**config.mk**
```make
export PLATFORM = sky130hd
export DESIGN_NAME = text_console_cursor_engine_flat
export DESIGN_NICKNAME = d
export VERILOG_FILES = /design/src/tcce_pkg.sv /design/src/tcce_channels.sv /design/src/tcce_front.sv /design/src/tcce_fifo.sv /design/src/tcce_back.sv /design/src/text_console_cursor_engine.sv /design/src/flat_wrapper.sv
export VERILOG_INCLUDE_DIRS = /design/src /design/src/src
export SDC_FILE = /design/constraint.sdc
export NUM_CORES = 1
export LEC_CHECK = 0
export BUFFER_PORTS_ARGS = -buffer_cell sky130_fd_sc_hd__buf_2
export CORE_MARGIN = 10
export CORE_UTILIZATION = 57
export CTS_BUF_LIST = sky130_fd_sc_hd__clkbuf_16
export CTS_CLUSTER_DIAMETER = 100
export DETAILED_ROUTE_END_ITERATION = 6
export PLACE_DENSITY = 0.86
export RECOVER_POWER = 25
export SLEW_MARGIN = 20
export SYNTH_ARGS = -nofsm -noshare
export SYNTH_HDL_FRONTEND = slang
export SYNTH_SLANG_ARGS = --single-unit
```
**constraint.sdc**
```tcl
create_clock -name clk -period 3.7 [get_ports clk]
set_clock_uncertainty 0.2 [all_clocks]
set_input_delay 0.74 -clock clk [delete_from_list [all_inputs] [get_ports clk]]
set_output_delay 0.74 -clock clk [all_outputs]
set_load 0.1 [all_outputs]
```
**src/text_console_cursor_engine_macros.svh**
```systemverilog
// assertion macros used by the cursor engine back end
`ifndef TEXT_CONSOLE_CURSOR_ENGINE_MACROS_SVH
`define TEXT_CONSOLE_CURSOR_ENGINE_MACROS_SVH

`ifndef NO_ASSERTIONS

// property checked at every edge outside reset
`define TCCE_CHECK(LBL, CLK, RSTN, PROP, MSG) \
  LBL: assert property (@(posedge CLK) disable iff (!RSTN) (PROP)) \
    else $error(MSG);

// consequent checked at the edge after the antecedent
`define TCCE_CHECK_NEXT(LBL, CLK, RSTN, ANTE, CONS, MSG) \
  LBL: assert property (@(posedge CLK) disable iff (!RSTN) (ANTE) |=> (CONS)) \
    else $error(MSG);

`else

`define TCCE_CHECK(LBL, CLK, RSTN, PROP, MSG)
`define TCCE_CHECK_NEXT(LBL, CLK, RSTN, ANTE, CONS, MSG)

`endif

`endif

```
**src/tcce_pkg.sv**
```systemverilog
// types, constants and codes of the text console cursor engine
package tcce_pkg;

  localparam int COLUMNS_DEF     = 40;
  localparam int ROWS_DEF        = 25;
  localparam int TAB_STOP_DEF    = 4;
  localparam int QUEUE_DEPTH_DEF = 2;

  localparam int CODE_W     = 8;
  localparam int COLOR_W    = 8;
  localparam int COL_W      = 6;
  localparam int ROW_W      = 5;
  localparam int KIND_W     = 2;
  localparam int PHASE_W    = 4;
  localparam int CFG_IDX_W  = 1;
  localparam int CFG_DATA_W = 8;

  localparam logic [CODE_W-1:0] CODE_TAB    = 8'h09;
  localparam logic [CODE_W-1:0] CODE_LF     = 8'h0a;
  localparam logic [CODE_W-1:0] CODE_CR     = 8'h0d;
  localparam logic [CODE_W-1:0] GLYPH_SPACE = 8'h20;

  localparam logic [KIND_W-1:0] KIND_WRITE  = 2'd0;
  localparam logic [KIND_W-1:0] KIND_SCROLL = 2'd1;
  localparam logic [KIND_W-1:0] KIND_REPORT = 2'd2;

  localparam logic [CFG_IDX_W-1:0] REG_TEXT_COLOR = 1'd0;
  localparam logic [CFG_IDX_W-1:0] REG_BACK_COLOR = 1'd1;

  localparam logic [COLOR_W-1:0] TEXT_COLOR_RST = 8'd7;
  localparam logic [COLOR_W-1:0] BACK_COLOR_RST = 8'd0;

  typedef enum logic [1:0] {
    OP_CHAR = 2'd0,
    OP_TAB  = 2'd1,
    OP_LF   = 2'd2,
    OP_CR   = 2'd3
  } op_t;

  typedef struct packed {
    op_t               op;
    logic [CODE_W-1:0] glyph;
    logic              adv;
    logic              inv;
  } cmd_t;

endpackage

```
**src/tcce_channels.sv**
```systemverilog
// valid/ready channel interfaces for characters in and results out
interface tcce_in_if;
  logic                         valid;
  logic                         ready;
  logic [tcce_pkg::CODE_W-1:0]  char_code;
  logic                         advance;
  logic                         inverse;

  modport source (output valid, output char_code, output advance, output inverse,
                  input ready);
  modport sink   (input valid, input char_code, input advance, input inverse,
                  output ready);
endinterface

interface tcce_out_if;
  logic                         valid;
  logic                         ready;
  logic [tcce_pkg::KIND_W-1:0]  kind;
  logic [tcce_pkg::COL_W-1:0]   cell_column;
  logic [tcce_pkg::ROW_W-1:0]   cell_row;
  logic [tcce_pkg::CODE_W-1:0]  glyph;
  logic [tcce_pkg::COLOR_W-1:0] fore_color;
  logic [tcce_pkg::COLOR_W-1:0] back_fill;
  logic                         last;

  modport source (output valid, output kind, output cell_column, output cell_row,
                  output glyph, output fore_color, output back_fill, output last,
                  input ready);
  modport sink   (input valid, input kind, input cell_column, input cell_row,
                  input glyph, input fore_color, input back_fill, input last,
                  output ready);
endinterface

```
**src/tcce_front.sv**
```systemverilog
// front end: takes character words and classifies them into commands
module tcce_front (
  tcce_in_if.sink          in_chan,
  output logic             push_valid,
  input  logic             push_ready,
  output tcce_pkg::cmd_t   push_data
);

  tcce_pkg::op_t op;

  always_comb begin
    unique case (in_chan.char_code)
      tcce_pkg::CODE_TAB: op = tcce_pkg::OP_TAB;
      tcce_pkg::CODE_LF:  op = tcce_pkg::OP_LF;
      tcce_pkg::CODE_CR:  op = tcce_pkg::OP_CR;
      default:            op = tcce_pkg::OP_CHAR;
    endcase
  end

  assign push_valid      = in_chan.valid;
  assign in_chan.ready   = push_ready;
  assign push_data.op    = op;
  assign push_data.glyph = in_chan.char_code;
  assign push_data.adv   = in_chan.advance;
  assign push_data.inv   = in_chan.inverse;

endmodule

```
**src/tcce_fifo.sv**
```systemverilog
// short command queue between front and back end
module tcce_fifo #(
  parameter int DEPTH = tcce_pkg::QUEUE_DEPTH_DEF
) (
  input  logic           clk,
  input  logic           rst_n,
  input  logic           push_valid,
  output logic           push_ready,
  input  tcce_pkg::cmd_t push_data,
  output logic           pop_valid,
  input  logic           pop_ready,
  output tcce_pkg::cmd_t pop_data
);

  localparam int PTR_W = (DEPTH > 1) ? $clog2(DEPTH) : 1;
  localparam int CNT_W = $clog2(DEPTH + 1);

  tcce_pkg::cmd_t   mem_r [DEPTH];
  logic [PTR_W-1:0] wr_ptr_r, wr_ptr_nxt;
  logic [PTR_W-1:0] rd_ptr_r, rd_ptr_nxt;
  logic [CNT_W-1:0] count_r, count_nxt;
  logic             do_push, do_pop;

  assign push_ready = (count_r != CNT_W'(DEPTH));
  assign pop_valid  = (count_r != '0);
  assign pop_data   = mem_r[rd_ptr_r];
  assign do_push    = push_valid && push_ready;
  assign do_pop     = pop_valid && pop_ready;

  always_comb begin
    wr_ptr_nxt = wr_ptr_r;
    rd_ptr_nxt = rd_ptr_r;
    count_nxt  = count_r;
    if (do_push) begin
      wr_ptr_nxt = (wr_ptr_r == PTR_W'(DEPTH - 1)) ? '0 : wr_ptr_r + PTR_W'(1);
    end
    if (do_pop) begin
      rd_ptr_nxt = (rd_ptr_r == PTR_W'(DEPTH - 1)) ? '0 : rd_ptr_r + PTR_W'(1);
    end
    if (do_push && !do_pop) begin
      count_nxt = count_r + CNT_W'(1);
    end else if (do_pop && !do_push) begin
      count_nxt = count_r - CNT_W'(1);
    end
  end

  always_ff @(posedge clk) begin
    if (!rst_n) begin
      wr_ptr_r <= '0;
      rd_ptr_r <= '0;
      count_r  <= '0;
    end else begin
      wr_ptr_r <= wr_ptr_nxt;
      rd_ptr_r <= rd_ptr_nxt;
      count_r  <= count_nxt;
    end
  end

  always_ff @(posedge clk) begin
    if (do_push) begin
      mem_r[wr_ptr_r] <= push_data;
    end
  end

endmodule

```
**src/tcce_back.sv**
```systemverilog
// back end: cursor state, color registers and result sequencing
`include "text_console_cursor_engine_macros.svh"

module tcce_back #(
  parameter int COLUMNS  = tcce_pkg::COLUMNS_DEF,
  parameter int ROWS     = tcce_pkg::ROWS_DEF,
  parameter int TAB_STOP = tcce_pkg::TAB_STOP_DEF
) (
  input  logic                              clk,
  input  logic                              rst_n,
  input  logic                              cfg_we,
  input  logic [tcce_pkg::CFG_IDX_W-1:0]    cfg_index,
  input  logic [tcce_pkg::CFG_DATA_W-1:0]   cfg_data,
  input  logic                              pop_valid,
  output logic                              pop_ready,
  input  tcce_pkg::cmd_t                    pop_data,
  tcce_out_if.source                        out_chan
);

  localparam int COL_W   = tcce_pkg::COL_W;
  localparam int ROW_W   = tcce_pkg::ROW_W;
  localparam int PHASE_W = tcce_pkg::PHASE_W;
  localparam int COLOR_W = tcce_pkg::COLOR_W;

  typedef enum logic [3:0] {
    S_IDLE   = 4'b0001,
    S_WRITE  = 4'b0010,
    S_SCROLL = 4'b0100,
    S_REPORT = 4'b1000
  } state_t;

  state_t                      state_r, state_nxt;
  tcce_pkg::cmd_t              cmd_r, cmd_nxt;
  logic [COL_W-1:0]            col_r, col_nxt;
  logic [ROW_W-1:0]            row_r, row_nxt;
  logic [PHASE_W-1:0]          phase_r, phase_nxt;
  logic [COLOR_W-1:0]          text_color_r, back_color_r;

  logic                        out_valid_r, out_valid_nxt;
  logic [tcce_pkg::KIND_W-1:0] out_kind_r, out_kind_nxt;
  logic [COL_W-1:0]            out_col_r, out_col_nxt;
  logic [ROW_W-1:0]            out_row_r, out_row_nxt;
  logic [COLOR_W-1:0]          out_glyph_r, out_glyph_nxt;
  logic [COLOR_W-1:0]          out_fore_r, out_fore_nxt;
  logic [COLOR_W-1:0]          out_back_r, out_back_nxt;
  logic                        out_last_r, out_last_nxt;

  logic                        emit_ok, emit;
  logic [COL_W-1:0]            col_inc;
  logic [PHASE_W:0]            phase_inc;
  logic                        row_at_bottom;
  logic [COLOR_W-1:0]          fore_sel, back_sel;

  assign emit_ok       = !out_valid_r || out_chan.ready;
  assign pop_ready     = (state_r == S_IDLE);
  assign col_inc       = col_r + COL_W'(1);
  assign phase_inc     = {1'b0, phase_r} + (PHASE_W + 1)'(1);
  assign row_at_bottom = (row_r >= ROW_W'(ROWS - 1));
  assign fore_sel      = cmd_r.inv ? back_color_r : text_color_r;
  assign back_sel      = cmd_r.inv ? text_color_r : back_color_r;

  always_comb begin
    state_nxt     = state_r;
    cmd_nxt       = cmd_r;
    col_nxt       = col_r;
    row_nxt       = row_r;
    phase_nxt     = phase_r;
    emit          = 1'b0;
    out_kind_nxt  = out_kind_r;
    out_col_nxt   = out_col_r;
    out_row_nxt   = out_row_r;
    out_glyph_nxt = out_glyph_r;
    out_fore_nxt  = out_fore_r;
    out_back_nxt  = out_back_r;
    out_last_nxt  = out_last_r;

    unique case (state_r)
      S_IDLE: begin
        if (pop_valid) begin
          cmd_nxt = pop_data;
          unique case (pop_data.op)
            tcce_pkg::OP_LF: begin
              col_nxt   = '0;
              phase_nxt = '0;
              if (row_at_bottom) begin
                state_nxt = S_SCROLL;
              end else begin
                row_nxt   = row_r + ROW_W'(1);
                state_nxt = S_REPORT;
              end
            end
            tcce_pkg::OP_CR: begin
              col_nxt   = '0;
              phase_nxt = '0;
              state_nxt = S_REPORT;
            end
            default: state_nxt = S_WRITE;
          endcase
        end
      end
      S_WRITE: begin
        if (emit_ok) begin
          emit          = 1'b1;
          out_kind_nxt  = tcce_pkg::KIND_WRITE;
          out_col_nxt   = col_r;
          out_row_nxt   = row_r;
          out_glyph_nxt = (cmd_r.op == tcce_pkg::OP_TAB) ? tcce_pkg::GLYPH_SPACE : cmd_r.glyph;
          out_fore_nxt  = fore_sel;
          out_back_nxt  = back_sel;
          out_last_nxt  = 1'b0;
          state_nxt     = S_REPORT;
          if (cmd_r.op == tcce_pkg::OP_TAB || cmd_r.adv) begin
            if (col_inc >= COL_W'(COLUMNS)) begin
              // line end: wrap with a newline, which also ends any tab
              col_nxt   = '0;
              phase_nxt = '0;
              if (row_at_bottom) begin
                state_nxt = S_SCROLL;
              end else begin
                row_nxt = row_r + ROW_W'(1);
              end
            end else begin
              col_nxt = col_inc;
              if (phase_inc == (PHASE_W + 1)'(TAB_STOP)) begin
                phase_nxt = '0;
              end else begin
                phase_nxt = phase_inc[PHASE_W-1:0];
                if (cmd_r.op == tcce_pkg::OP_TAB) begin
                  state_nxt = S_WRITE;
                end
              end
            end
          end
        end
      end
      S_SCROLL: begin
        if (emit_ok) begin
          emit          = 1'b1;
          out_kind_nxt  = tcce_pkg::KIND_SCROLL;
          out_col_nxt   = '0;
          out_row_nxt   = ROW_W'(ROWS - 1);
          out_glyph_nxt = '0;
          out_fore_nxt  = '0;
          out_back_nxt  = back_color_r;
          out_last_nxt  = 1'b0;
          state_nxt     = S_REPORT;
        end
      end
      S_REPORT: begin
        if (emit_ok) begin
          emit          = 1'b1;
          out_kind_nxt  = tcce_pkg::KIND_REPORT;
          out_col_nxt   = col_r;
          out_row_nxt   = row_r;
          out_glyph_nxt = '0;
          out_fore_nxt  = '0;
          out_back_nxt  = '0;
          out_last_nxt  = 1'b1;
          state_nxt     = S_IDLE;
        end
      end
      default: state_nxt = S_IDLE;
    endcase

    if (emit) begin
      out_valid_nxt = 1'b1;
    end else if (out_chan.ready) begin
      out_valid_nxt = 1'b0;
    end else begin
      out_valid_nxt = out_valid_r;
    end
  end

  always_ff @(posedge clk) begin
    if (!rst_n) begin
      state_r      <= S_IDLE;
      col_r        <= '0;
      row_r        <= '0;
      phase_r      <= '0;
      out_valid_r  <= 1'b0;
      text_color_r <= tcce_pkg::TEXT_COLOR_RST;
      back_color_r <= tcce_pkg::BACK_COLOR_RST;
    end else begin
      state_r     <= state_nxt;
      col_r       <= col_nxt;
      row_r       <= row_nxt;
      phase_r     <= phase_nxt;
      out_valid_r <= out_valid_nxt;
      if (cfg_we) begin
        unique case (cfg_index)
          tcce_pkg::REG_TEXT_COLOR: text_color_r <= cfg_data;
          tcce_pkg::REG_BACK_COLOR: back_color_r <= cfg_data;
          default: ;
        endcase
      end
    end
  end

  always_ff @(posedge clk) begin
    cmd_r       <= cmd_nxt;
    out_kind_r  <= out_kind_nxt;
    out_col_r   <= out_col_nxt;
    out_row_r   <= out_row_nxt;
    out_glyph_r <= out_glyph_nxt;
    out_fore_r  <= out_fore_nxt;
    out_back_r  <= out_back_nxt;
    out_last_r  <= out_last_nxt;
  end

  assign out_chan.valid       = out_valid_r;
  assign out_chan.kind        = out_kind_r;
  assign out_chan.cell_column = out_col_r;
  assign out_chan.cell_row    = out_row_r;
  assign out_chan.glyph       = out_glyph_r;
  assign out_chan.fore_color  = out_fore_r;
  assign out_chan.back_fill   = out_back_r;
  assign out_chan.last        = out_last_r;

  `TCCE_CHECK(a_col_range, clk, rst_n, col_r < COL_W'(COLUMNS), "cursor column off the grid")
  `TCCE_CHECK(a_row_range, clk, rst_n, row_r < ROW_W'(ROWS), "cursor row off the grid")
  `TCCE_CHECK(a_phase_home, clk, rst_n, (col_r != '0) || (phase_r == '0), "tab phase out of step")
  `TCCE_CHECK_NEXT(a_report_ends, clk, rst_n, (state_r == S_REPORT) && emit_ok, state_r == S_IDLE && out_last_r, "report did not close the item")

endmodule

```
**src/text_console_cursor_engine.sv**
```systemverilog
// a character is classified by the front end, held in the command queue and popped by the back end as a command
// then one result word per cycle while the output channel is ready, each item ending with a report word
// with the queue empty, the first result word passes the queue, the back-end command register and the output register
// the command queue accepts characters while the back end is busy, up to its depth
// synchronous active-low reset: cursor at column 0 row 0, text color 7, back color 0
module text_console_cursor_engine #(
  parameter int COLUMNS     = tcce_pkg::COLUMNS_DEF,
  parameter int ROWS        = tcce_pkg::ROWS_DEF,
  parameter int TAB_STOP    = tcce_pkg::TAB_STOP_DEF,
  parameter int QUEUE_DEPTH = tcce_pkg::QUEUE_DEPTH_DEF
) (
  input  logic                            clk,
  input  logic                            rst_n,
  input  logic                            cfg_we,
  input  logic [tcce_pkg::CFG_IDX_W-1:0]  cfg_index,
  input  logic [tcce_pkg::CFG_DATA_W-1:0] cfg_data,
  tcce_in_if.sink                         in_chan,
  tcce_out_if.source                      out_chan
);

  logic           push_valid, push_ready;
  logic           pop_valid, pop_ready;
  tcce_pkg::cmd_t push_data, pop_data;

  tcce_front u_front (
    .in_chan    (in_chan),
    .push_valid (push_valid),
    .push_ready (push_ready),
    .push_data  (push_data)
  );

  tcce_fifo #(
    .DEPTH (QUEUE_DEPTH)
  ) u_fifo (
    .clk        (clk),
    .rst_n      (rst_n),
    .push_valid (push_valid),
    .push_ready (push_ready),
    .push_data  (push_data),
    .pop_valid  (pop_valid),
    .pop_ready  (pop_ready),
    .pop_data   (pop_data)
  );

  tcce_back #(
    .COLUMNS  (COLUMNS),
    .ROWS     (ROWS),
    .TAB_STOP (TAB_STOP)
  ) u_back (
    .clk       (clk),
    .rst_n     (rst_n),
    .cfg_we    (cfg_we),
    .cfg_index (cfg_index),
    .cfg_data  (cfg_data),
    .pop_valid (pop_valid),
    .pop_ready (pop_ready),
    .pop_data  (pop_data),
    .out_chan  (out_chan)
  );

endmodule
```
**src/flat_wrapper.sv**
```systemverilog
// flat-port wrapper written by rule: the top's interface ports become plain ports
module text_console_cursor_engine_flat 
#(
  parameter int COLUMNS     = tcce_pkg::COLUMNS_DEF,
  parameter int ROWS        = tcce_pkg::ROWS_DEF,
  parameter int TAB_STOP    = tcce_pkg::TAB_STOP_DEF,
  parameter int QUEUE_DEPTH = tcce_pkg::QUEUE_DEPTH_DEF
)
  (clk, rst_n, cfg_we, cfg_index, cfg_data, in_chan_valid, in_chan_char_code, in_chan_advance, in_chan_inverse, in_chan_ready, out_chan_valid, out_chan_kind, out_chan_cell_column, out_chan_cell_row, out_chan_glyph, out_chan_fore_color, out_chan_back_fill, out_chan_last, out_chan_ready);
  tcce_in_if in_chan_i ();
  tcce_out_if out_chan_i ();
  input  logic clk;
  input  logic rst_n;
  input  logic cfg_we;
  input  logic [tcce_pkg::CFG_IDX_W-1:0] cfg_index;
  input  logic [tcce_pkg::CFG_DATA_W-1:0] cfg_data;
  input wire logic [$bits(in_chan_i.valid)-1:0] in_chan_valid;
  input wire logic [$bits(in_chan_i.char_code)-1:0] in_chan_char_code;
  input wire logic [$bits(in_chan_i.advance)-1:0] in_chan_advance;
  input wire logic [$bits(in_chan_i.inverse)-1:0] in_chan_inverse;
  output wire logic [$bits(in_chan_i.ready)-1:0] in_chan_ready;
  output wire logic [$bits(out_chan_i.valid)-1:0] out_chan_valid;
  output wire logic [$bits(out_chan_i.kind)-1:0] out_chan_kind;
  output wire logic [$bits(out_chan_i.cell_column)-1:0] out_chan_cell_column;
  output wire logic [$bits(out_chan_i.cell_row)-1:0] out_chan_cell_row;
  output wire logic [$bits(out_chan_i.glyph)-1:0] out_chan_glyph;
  output wire logic [$bits(out_chan_i.fore_color)-1:0] out_chan_fore_color;
  output wire logic [$bits(out_chan_i.back_fill)-1:0] out_chan_back_fill;
  output wire logic [$bits(out_chan_i.last)-1:0] out_chan_last;
  input wire logic [$bits(out_chan_i.ready)-1:0] out_chan_ready;
  assign in_chan_i.valid = in_chan_valid;
  assign in_chan_i.char_code = in_chan_char_code;
  assign in_chan_i.advance = in_chan_advance;
  assign in_chan_i.inverse = in_chan_inverse;
  assign in_chan_ready = in_chan_i.ready;
  assign out_chan_valid = out_chan_i.valid;
  assign out_chan_kind = out_chan_i.kind;
  assign out_chan_cell_column = out_chan_i.cell_column;
  assign out_chan_cell_row = out_chan_i.cell_row;
  assign out_chan_glyph = out_chan_i.glyph;
  assign out_chan_fore_color = out_chan_i.fore_color;
  assign out_chan_back_fill = out_chan_i.back_fill;
  assign out_chan_last = out_chan_i.last;
  assign out_chan_i.ready = out_chan_ready;
  text_console_cursor_engine #(.COLUMNS(COLUMNS), .ROWS(ROWS), .TAB_STOP(TAB_STOP), .QUEUE_DEPTH(QUEUE_DEPTH)) u_core (.clk(clk), .rst_n(rst_n), .cfg_we(cfg_we), .cfg_index(cfg_index), .cfg_data(cfg_data), .in_chan(in_chan_i), .out_chan(out_chan_i));
endmodule
```
# After elaboration in Yosys (flattened, before gate mapping)
# Memory sizes are Yosys's and may differ from the RTL's. A register that Yosys moved wholly into a read port is not among the register bits.
# Index checks and enable logic that the tools add are counted.
# word_totals
n_memories	1
ramBits	24
elab_cells	155
output_inout_bits	40
register_bits	90
in_bits	24
# memory_table
memory	words	width	read_ports	rd_clocked_by_memory_dff	write_ports	line	source
u_core.u_fifo.mem_r	2	12	1	1	1	tcce_fifo.sv:18	tcce_pkg::cmd_t mem_r [DEPTH];
# op_classes
n_eq_ne	23
magnitude_cmp	2
bitwise_logic	1
add_sub_neg	7
muxes	68
n_reduce_logical	32
# ops
operator	n
8-bit 2-to-1 mux	8
4-bit 2-to-1 mux	15
6-bit 2-to-1 mux	7
5-bit 2-to-1 mux	8
8-bit one-hot mux with 2 select lines	2
8-bit by 4-bit equality test with 1-bit output (second input constant)	3
6-bit one-hot mux with 2 select lines	2
8-bit one-hot mux with 3 select lines	1
5-bit one-hot mux with 2 select lines	2
2-bit inequality test (second input constant)	9
4-bit one-hot mux with 2 select lines	2
4-bit one-hot mux with 4 select lines	1
2-bit nonzero test	7
1-bit 2-to-1 mux	12
2-bit one-hot mux with 3 select lines	2
2-bit 2-to-1 mux	5
3-bit AND reduction	3
4-bit AND reduction	2
2-bit OR reduction	4
6-bit by 1-bit adder with 6-bit output (second input constant)	1
6-bit >= comparator (second input constant)	1
2-bit by 1-bit inequality test with 1-bit output (second input constant)	3
2-bit AND reduction	3
6-bit AND reduction	1
other kinds (21)	29

# Logic depth before layout (Yosys ltp)
# Gate-level depths: netlist of the first run.
# logic_depth
ltp_word	7
ltp_mapped	8
depth_no_buf	7

# Modules after synthesis
# A second synthesis of the first run with hierarchy kept.
# hier_totals
hier_cells	422
area_unflattened_um2	4992.3
# by_module_without_submodules
mod	n_inst	seq_area_each_um2	cells_per_inst	area_per_inst_um2
tcce_back	1	2222.1	344	3749.8
tcce_fifo	1	820.8	61	1103.6
tcce_front	1	0.0	17	138.9

# Least setup slack after synthesis of the first run
# Ideal clock, no wire load.
# synth_path
path_kind	reg-to-reg
start	reg u_core.u_back.state_r[3]
end	reg u_core.u_back.out_fore_r[0], in the netlist u_core.u_back.out_chan.fore_color[0] (enable)
synth_period_minus_slack_ns	2.612
required_ns	3.112
stages_incl_launch_ff	7
arrival_ns	2.024
path_buffers	2
path_slack_ns	1.088
path_cell_list	dfxtp_1 > buf_2 > xnor2_1 > nor3_1 > buf_2 > nor2_1 > nor2_1
# synth_via
elab_chain_len	4
word_cells_on_any_way	8
# synth_lines
item	line	source
from (decl)	tcce_back.sv:32	state_t state_r, state_nxt;
from (signal assigned)	tcce_back.sv:184	state_r <= state_nxt;
4-bit equality test / 4-bit by 3-bit equality test with 1-bit output (equally long branches)	tcce_back.sv:77	unique case (state_r)
2-bit OR reduction (no line)	-	
2-bit by 1-bit inequality test with 1-bit output (no line) / 2-bit nonzero test (equally long branches)	-	
3-bit AND reduction (no line) (*)	-	
to (signal assigned)	tcce_back.sv:205	out_fore_r <= out_fore_nxt;
to (decl)	tcce_back.sv:44	logic [COLOR_W-1:0] out_fore_r, out_fore_nxt;
# Mark *: on every way between the ends. The rest lies on a longest branch, timed or not.
# A chain may end at the register's enable or synchronous reset.

# Worst setup path after layout of the first run
# layout_path
start	reg u_core.u_back.state_r[0]
end	reg u_core.u_back.row_r[3]
# layout_via
elab_chain_len	3
word_cells_on_any_way	10
# layout_lines
item	line	source
4-bit by 1-bit equality test with 1-bit output / 4-bit by 2-bit equality test with 1-bit output (equally long branches)	tcce_back.sv:77	
2-bit inequality test (no line) / 2-bit nonzero test (equally long branches)	-	
6-bit AND reduction (no line)	-	
to (signal assigned)	tcce_back.sv:186	row_r <= row_nxt;
to (decl)	tcce_back.sv:35	logic [ROW_W-1:0] row_r, row_nxt;
# Several ways; a longest one is shown, not always the timed one.

==> impl_metrics.toml, run 1 <==
[grt]
grt_pass1_wl_um = 17600
grt_start_max_net_pins = 32
grt_antenna_before_repair = 1
grt_usage_pct = 17.2
grt_pass1_vias = 3494
grt.overflow.total = 0

[finish]
fin_nets = 503
antenna_cells = 0
syn_to_final_growth_pct = 19.3
fillers = 528
instances_no_fill = 592
drive_gt1_share_pct = 21.1
design_area_sq_um = 5830

[route]
dr.pass1.iters = 5
post_drt_wl_per_cell_um = 17.9
drt_iter0_drc = 316
wirelength_um = 10600
via_count = 3456
post-route-drc-count = 0
via_per_inst = 5.84
ant_nets = 0

[worst_setup_path]
critPathMaxStageDelay_ps = 520
start_kind = "flop"
crit_chain = "nor4b_4 -> o21ai_2 -> inv_2 -> a2bb2oi_2 -> or4_1 -> a21oi_1"
worstReg2RegStart = "u_core.u_back.state_r[0]$_SDFFE_PN1P_"
critical_path.endpoint = "u_core.u_back.row_r[3]$_SDFFE_PN0P_"
arrival_ps = 2750
critPathRequiredTime_ps = 3810
critical_path.startpoint = "u_core.u_back.state_r[0]$_SDFFE_PN1P_"
crit_path_end_kind = "flop"
worstRegToRegCells = 6
slowest_stage = "or4_1"
critPathKind = "flop to flop"
cp_max_fo = 17
timing.reg2reg.setup_slack_ps = 1070
r2r_end = "u_core.u_back.row_r[3]$_SDFFE_PN0P_"

[yosys]
yosys_warnings = 0
synth_cells = 409
synth_edf_count = 74
synth-seq-cells = 115
synth_flop_cell = "edfxtp_1"
ys_types = 56
synth_nets = 438
ys_seq_area_share_pct = 62.3
syn_area_sq_um = 4890
synthArstFlopShare_pct = 0
syn_avg_cell_area_sq_um = 11.9

[cts]
clk_latency_ps = 410
clock-root-buffer = "clkbuf_16"
tritoncts = "done"
clock_sinks = 115
cts_made_buffers = 17
postCtsSetupBuffers = 0
clk_pin_slew_ps = 60
hold_buffers = 0
htree_levels = 4
clock_path_buffers = 2
ctsResizeCount = 0

[power]
ir_worst_vdd_mv = 0.391
p_per_area_nw_per_um2 = 723
p_leak_nw = 2.13

[sta]
min_period_ps = 2630
slew_viol_final = 0
slew_headroom_pct = 1.31
hold_viol = 0
fmax_ghz = 0.380
rsz0062_at_grt = "no"
finalSetupTns_ps = 0
worst_slack_ps = 1070
post-route-period-util_pct = 71.2
setup_viol = 0
tightest_slew_ps = 1480

[die]
die-area_sq_um = 12700
fp.dieW_um = 113
dieHeight_um = 113
row_count = 33
core_area_sq_um = 8300
ioPinCount = 64
start_util_pct = 58.9

[place]
gp_congestion = 0.905
numPortBuffers = 63
postPlaceCellArea_sq_um = 5270
dp_slack_ps = 1130
dpl.hpwl_um = 6920
placed_cells = 560

[hold_path]
hp-class = "flop to flop"
hp-start = "u_core.u_back.text_color_r[7]$_SDFFE_PN0P_"

[job]
drv_cap = 0

[run_status]
status = "completed"
==> area by class of cell <==
type	count	area, sq um	share of cell area, %
multi-input combinational	265	1720	29.5
inverter	8	30.0	0.515
clock buffer	17	425	7.30
tap	105	131	2.25
timing repair buffer	67	327	5.60
clock inverter	15	150	2.58
sequential	115	3040	52.2
==> state kept, by name, summed over array words and instances (netlist names), 8 cells and up, named ones only <==
signal and cells:
u_core.u_fifo.mem_r 24, u_core.u_back.out_chan.fore_color 8, u_core.u_back.out_chan.back_fill 8, u_core.u_back.out_chan.glyph 8
u_core.u_back.back_color_r 8, u_core.u_back.text_color_r 8, u_core.u_back.cmd_r 12
==> how the worst min path moves through the flow <==
stage / to / slack, ps / depth (start not counted)
final: u_core.u_back.text_color_r[7]$_SDFFE_PN0P_ / 280 / 2
after detailed placement: u_core.u_back.back_color_r[2]$_SDFFE_PN0P_ / 260 / 2
after global placement: u_core.u_back.back_color_r[2]$_SDFFE_PN0P_ / 260 / 2
after CTS: u_core.u_back.text_color_r[7]$_SDFFE_PN0P_ / 280 / 2
after floorplan: u_core.u_back.text_color_r[3]$_SDFFE_PN0P_ / 250 / 2
after global routing: u_core.u_back.back_color_r[4]$_SDFFE_PN0P_ / 300 / 2
==> worst max-delay path: cells and delay by family (launching register included) <==
| kind | cells | cell delay, ps |
|---|---|---|
| simple gates | 2 | 910 |
| compound gates | 3 | 590 |
| flops | 1 | 510 |
| buf+inv | 1 | 320 |
==> cells in the mapped netlist, types with 2 or more instances <==
cell type  number  area (sq um)
a21oi_1        30           150
a22o_1          8          70.1
a31oi_1         3          18.8
and2_1          8          50.1
and3_1          4          25.0
buf_1           2          7.51
buf_2           5          25.0
clkbuf_1       13          48.8
dfxtp_1        41           821
edfxtp_1       74          2220
ha_1            5          62.6
inv_1           7          26.3
mux2_2         12           135
mux2i_1        10           100
nand2_1        43           161
nand2b_1        6          37.5
nand3_1        22           110
nand3b_1        5          37.5
nand4_1         2          12.5
nand4b_1        4          35.0
nor2_1         35           131
nor2b_1        14          87.6
nor3_1          4          20.0
nor3b_1         2          15.0
nor4_1          2          12.5
nor4b_1         2          17.5
nor4b_4         3          71.3
o211ai_1        2          15.0
o21ai_0         7          35.0
o21ai_2         2          17.5
o31ai_1         2          15.0
or2_2           2          12.5
or4_1           2          15.0
xnor2_1         2          17.5
xor2_1          3          26.3
==> metal layers <==
metal,wire length [um],track usage (%)
met5,13,0
met4,150,6.60
met3,905,5.96
met2,5410,29.3
met1,4130,19.2
==> cells in the final DEF, fill, tap and decap left out, types with 4 or more instances in the layout <==
| cell | n |
|---|---|
| a21oi_1 | 30 |
| nand2_1 | 43 |
| mux2_2 | 8 |
| nand3_1 | 22 |
| nor3_1 | 4 |
| buf_2 | 51 |
| nand2b_1 | 6 |
| clkbuf_16 | 17 |
| inv_1 | 10 |
| nor2b_1 | 14 |
| and2_1 | 8 |
| nand4b_1 | 4 |
| mux2_1 | 4 |
| nor2_1 | 35 |
| a22o_1 | 8 |
| o21ai_0 | 7 |
| clkbuf_1 | 13 |
| mux2i_1 | 10 |
| nand3b_1 | 5 |
| ha_1 | 5 |
| dfxtp_1 | 41 |
| and3_1 | 4 |
| edfxtp_1 | 74 |
==> kinds of logic after synthesis <==
family | synth area share [%]
and+or+nand+nor | 18.6
DFF | 62.3
AOI/OAI and AO/OA | 9.42
buffers and inverters | 2.51
muxes | 4.81
adders and majority gates | 1.48
xor gates and xnor gates | 0.896
==> metrics by stage <==
stage                     power, mW  utilization (%)  hold WS (ps)
final                          4.21             70.2           276
after detailed placement       2.64             63.5           263
after global placement         2.60             63.5           255
after floorplan                2.46                -           248
after CTS                      4.23             70.5           278
after global routing           4.36             70.2           301
==> where the power goes <==
part | switching, mW | internal, mW | total [mW] | leakage [nW]
clock network | 0.550 | 1.04 | 1.59 | 0.285
logic | 0.612 | 0.274 | 0.886 | 0.839
registers | 0.132 | 1.61 | 1.74 | 1.01
No activity file was read; power rests on OpenSTA's default activity.
==> run 2, diff against run 1 <==
clock period = 2.69 ns   (was 3.7 ns; I/O delays follow)
==> run 2 against run 1 <==
  * First-iteration DRC count shrank 13%
  * Critical path depth is the same
  * Via count grew 5.2%
  * Sequential share of layout area shrank 0.10 points
  * Die area is the same
  * Worst setup slack lost 1000 ps
  * Critical path type unchanged
  * Largest cell class unchanged
==> impl_metrics.toml, run 2 (same netlist as run 1, synthesis figures left out) <==
[finish]
finish.utilization_pct = 70.4
instances_no_fill = 598
antenna_cells = 0
mostFrequentLayoutCell = "edfxtp_1"
largest_reg_flops = 24
syn_to_final_growth_pct = 19.5
regMostFlops = "u_core.u_fifo.mem_r"
fillers = 528
final_cell_mix = "edfxtp_1, buf_2, nand2_1"
fin_nets = 509
reg_top3 = "u_core.u_fifo.mem_r: 24 flops, u_core.u_back.cmd_r: 12 flops"
drive_gt1_share_pct = 21.5

[grt]
grt_start_max_net_pins = 32
grt_antenna_before_repair = 0
grt_usage_pct = 18.5
grt_pass1_vias = 3682
grt_pass1_wl_um = 18700
grt.overflow.total = 0

[die]
core_area_sq_um = 8300
row_count = 33
ioPinCount = 64
dieHeight_um = 113
start_util_pct = 58.9
die-area_sq_um = 12700
fp.dieW_um = 113

[power]
p_leak_nw = 2.15
ir_worst_vdd_mv = 0.561
design_power_total_mw = 5.79
p_per_area_nw_per_um2 = 992

[route]
wl_met2_um = 6060
via_count = 3634
wl_met3_um = 975
via_per_inst = 6.08
wirelength_um = 11700
dr.pass1.iters = 5
post-route-drc-count = 0
drt_iter0_drc = 274
ant_nets = 0
top_layer = "met4"
post_drt_wl_per_cell_um = 19.5
wl_met1_um = 4300

[place]
numPortBuffers = 63
placed_cells = 566
dpl.hpwl_um = 7280
gp_congestion = 0.845

[cts]
clock-root-buffer = "clkbuf_16"
postCtsSetupBuffers = 0
htree_levels = 4
clock_path_buffers = 2
clk_pin_slew_ps = 50
clk_latency_ps = 410
tritoncts = "done"
hold_buffers = 0
clock_sinks = 115
cts_made_buffers = 17
ctsResizeCount = 0

[worst_setup_path]
crit_path_end_kind = "flop"
critPathRequiredTime_ps = 2790
cp_max_fo = 19
start_kind = "flop"
arrival_ps = 2730
critPathKind = "flop to flop"

[hold_path]
hp-class = "input port to flop"

[run_status]
status = "completed"

[sta]
hold_viol = 0
slew_headroom_pct = 0.998
hold_slack_ps = 158
min_period_ps = 2630
post-route-period-util_pct = 97.7
slew_viol_final = 0
tightest_slew_ps = 1490
rsz0062_at_grt = "no"
fmax_ghz = 0.380
setup_viol = 0
finalSetupTns_ps = 0

[job]
drv_cap = 0
[run 2: cell count changes in the layout (fill, tap and decap cells not counted), sizes merged]
cell      change
buf           +4
bufinv        -1
clkbuf        +2
clkinv        +4
clkinvlp      -1
inv           -2
[run 2: final timing paths]
path                                                    from                                         end  slack [ps]  depth (start not counted)
setup reg to reg         u_core.u_back.col_r[0]$_SDFFE_PN0P_         u_core.u_back.row_r[2]$_SDFFE_PN0P_          60                          6
setup / recovery         u_core.u_back.col_r[0]$_SDFFE_PN0P_         u_core.u_back.row_r[2]$_SDFFE_PN0P_          60                          6
hold / removal                          in_chan_char_code[3]         u_core.u_fifo.mem_r[1][5]$_DFFE_PP_         160                          1
hold reg to reg   u_core.u_back.back_color_r[3]$_SDFFE_PN0P_  u_core.u_back.back_color_r[3]$_SDFFE_PN0P_         270                          2
[run 2: critical path: stages (launching register included)]
cell	delay, ps
dfxtp_1	430
ha_1	320
nand2b_1	130
a311oi_4	440
nor3_4	190
or4_1	570
a21oi_1	240
[run 2: per-stage QoR]
| stage | setup WS, ps | area [sq um] |
|---|---|---|
| after floorplan | 77.8 | 4890 |
| after global placement | 368 | 5320 |
| after detailed placement | 263 | 5320 |
| after CTS | 201 | 5870 |
| after global routing | 33.6 | 5840 |
| final | 60.9 | 5840 |
[run 2: final cells by class]
type / count / area (sq um) / area share [%]
flip-flops and latches: 115 / 3040 / 52.1
multi-input cells: 265 / 1720 / 29.5
clock buffers: 17 / 425 / 7.29
repair buffers: 73 / 364 / 6.24
well taps: 105 / 131 / 2.25
clock inverters: 15 / 124 / 2.12
inverters: 8 / 30.0 / 0.514
[run 2: report_power, final]
part           switching [mW]  leakage, nW  total [mW]  internal [mW]
logic                   0.908        0.863        1.30          0.396
clock network           0.756        0.273        2.09           1.33
registers               0.189         1.01        2.40           2.21
total                    1.85         2.15        5.79           3.94
[run 2: layer usage]
| layer | up-vias | GRT usage (%) |
|---|---|---|
| met5 | - | 0 |
| met4 | 0 | 7.95 |
| met3 | 44 | 6.82 |
| met2 | 227 | 32.1 |
| met1 | 1718 | 19.6 |
| li1 | 1645 | - |
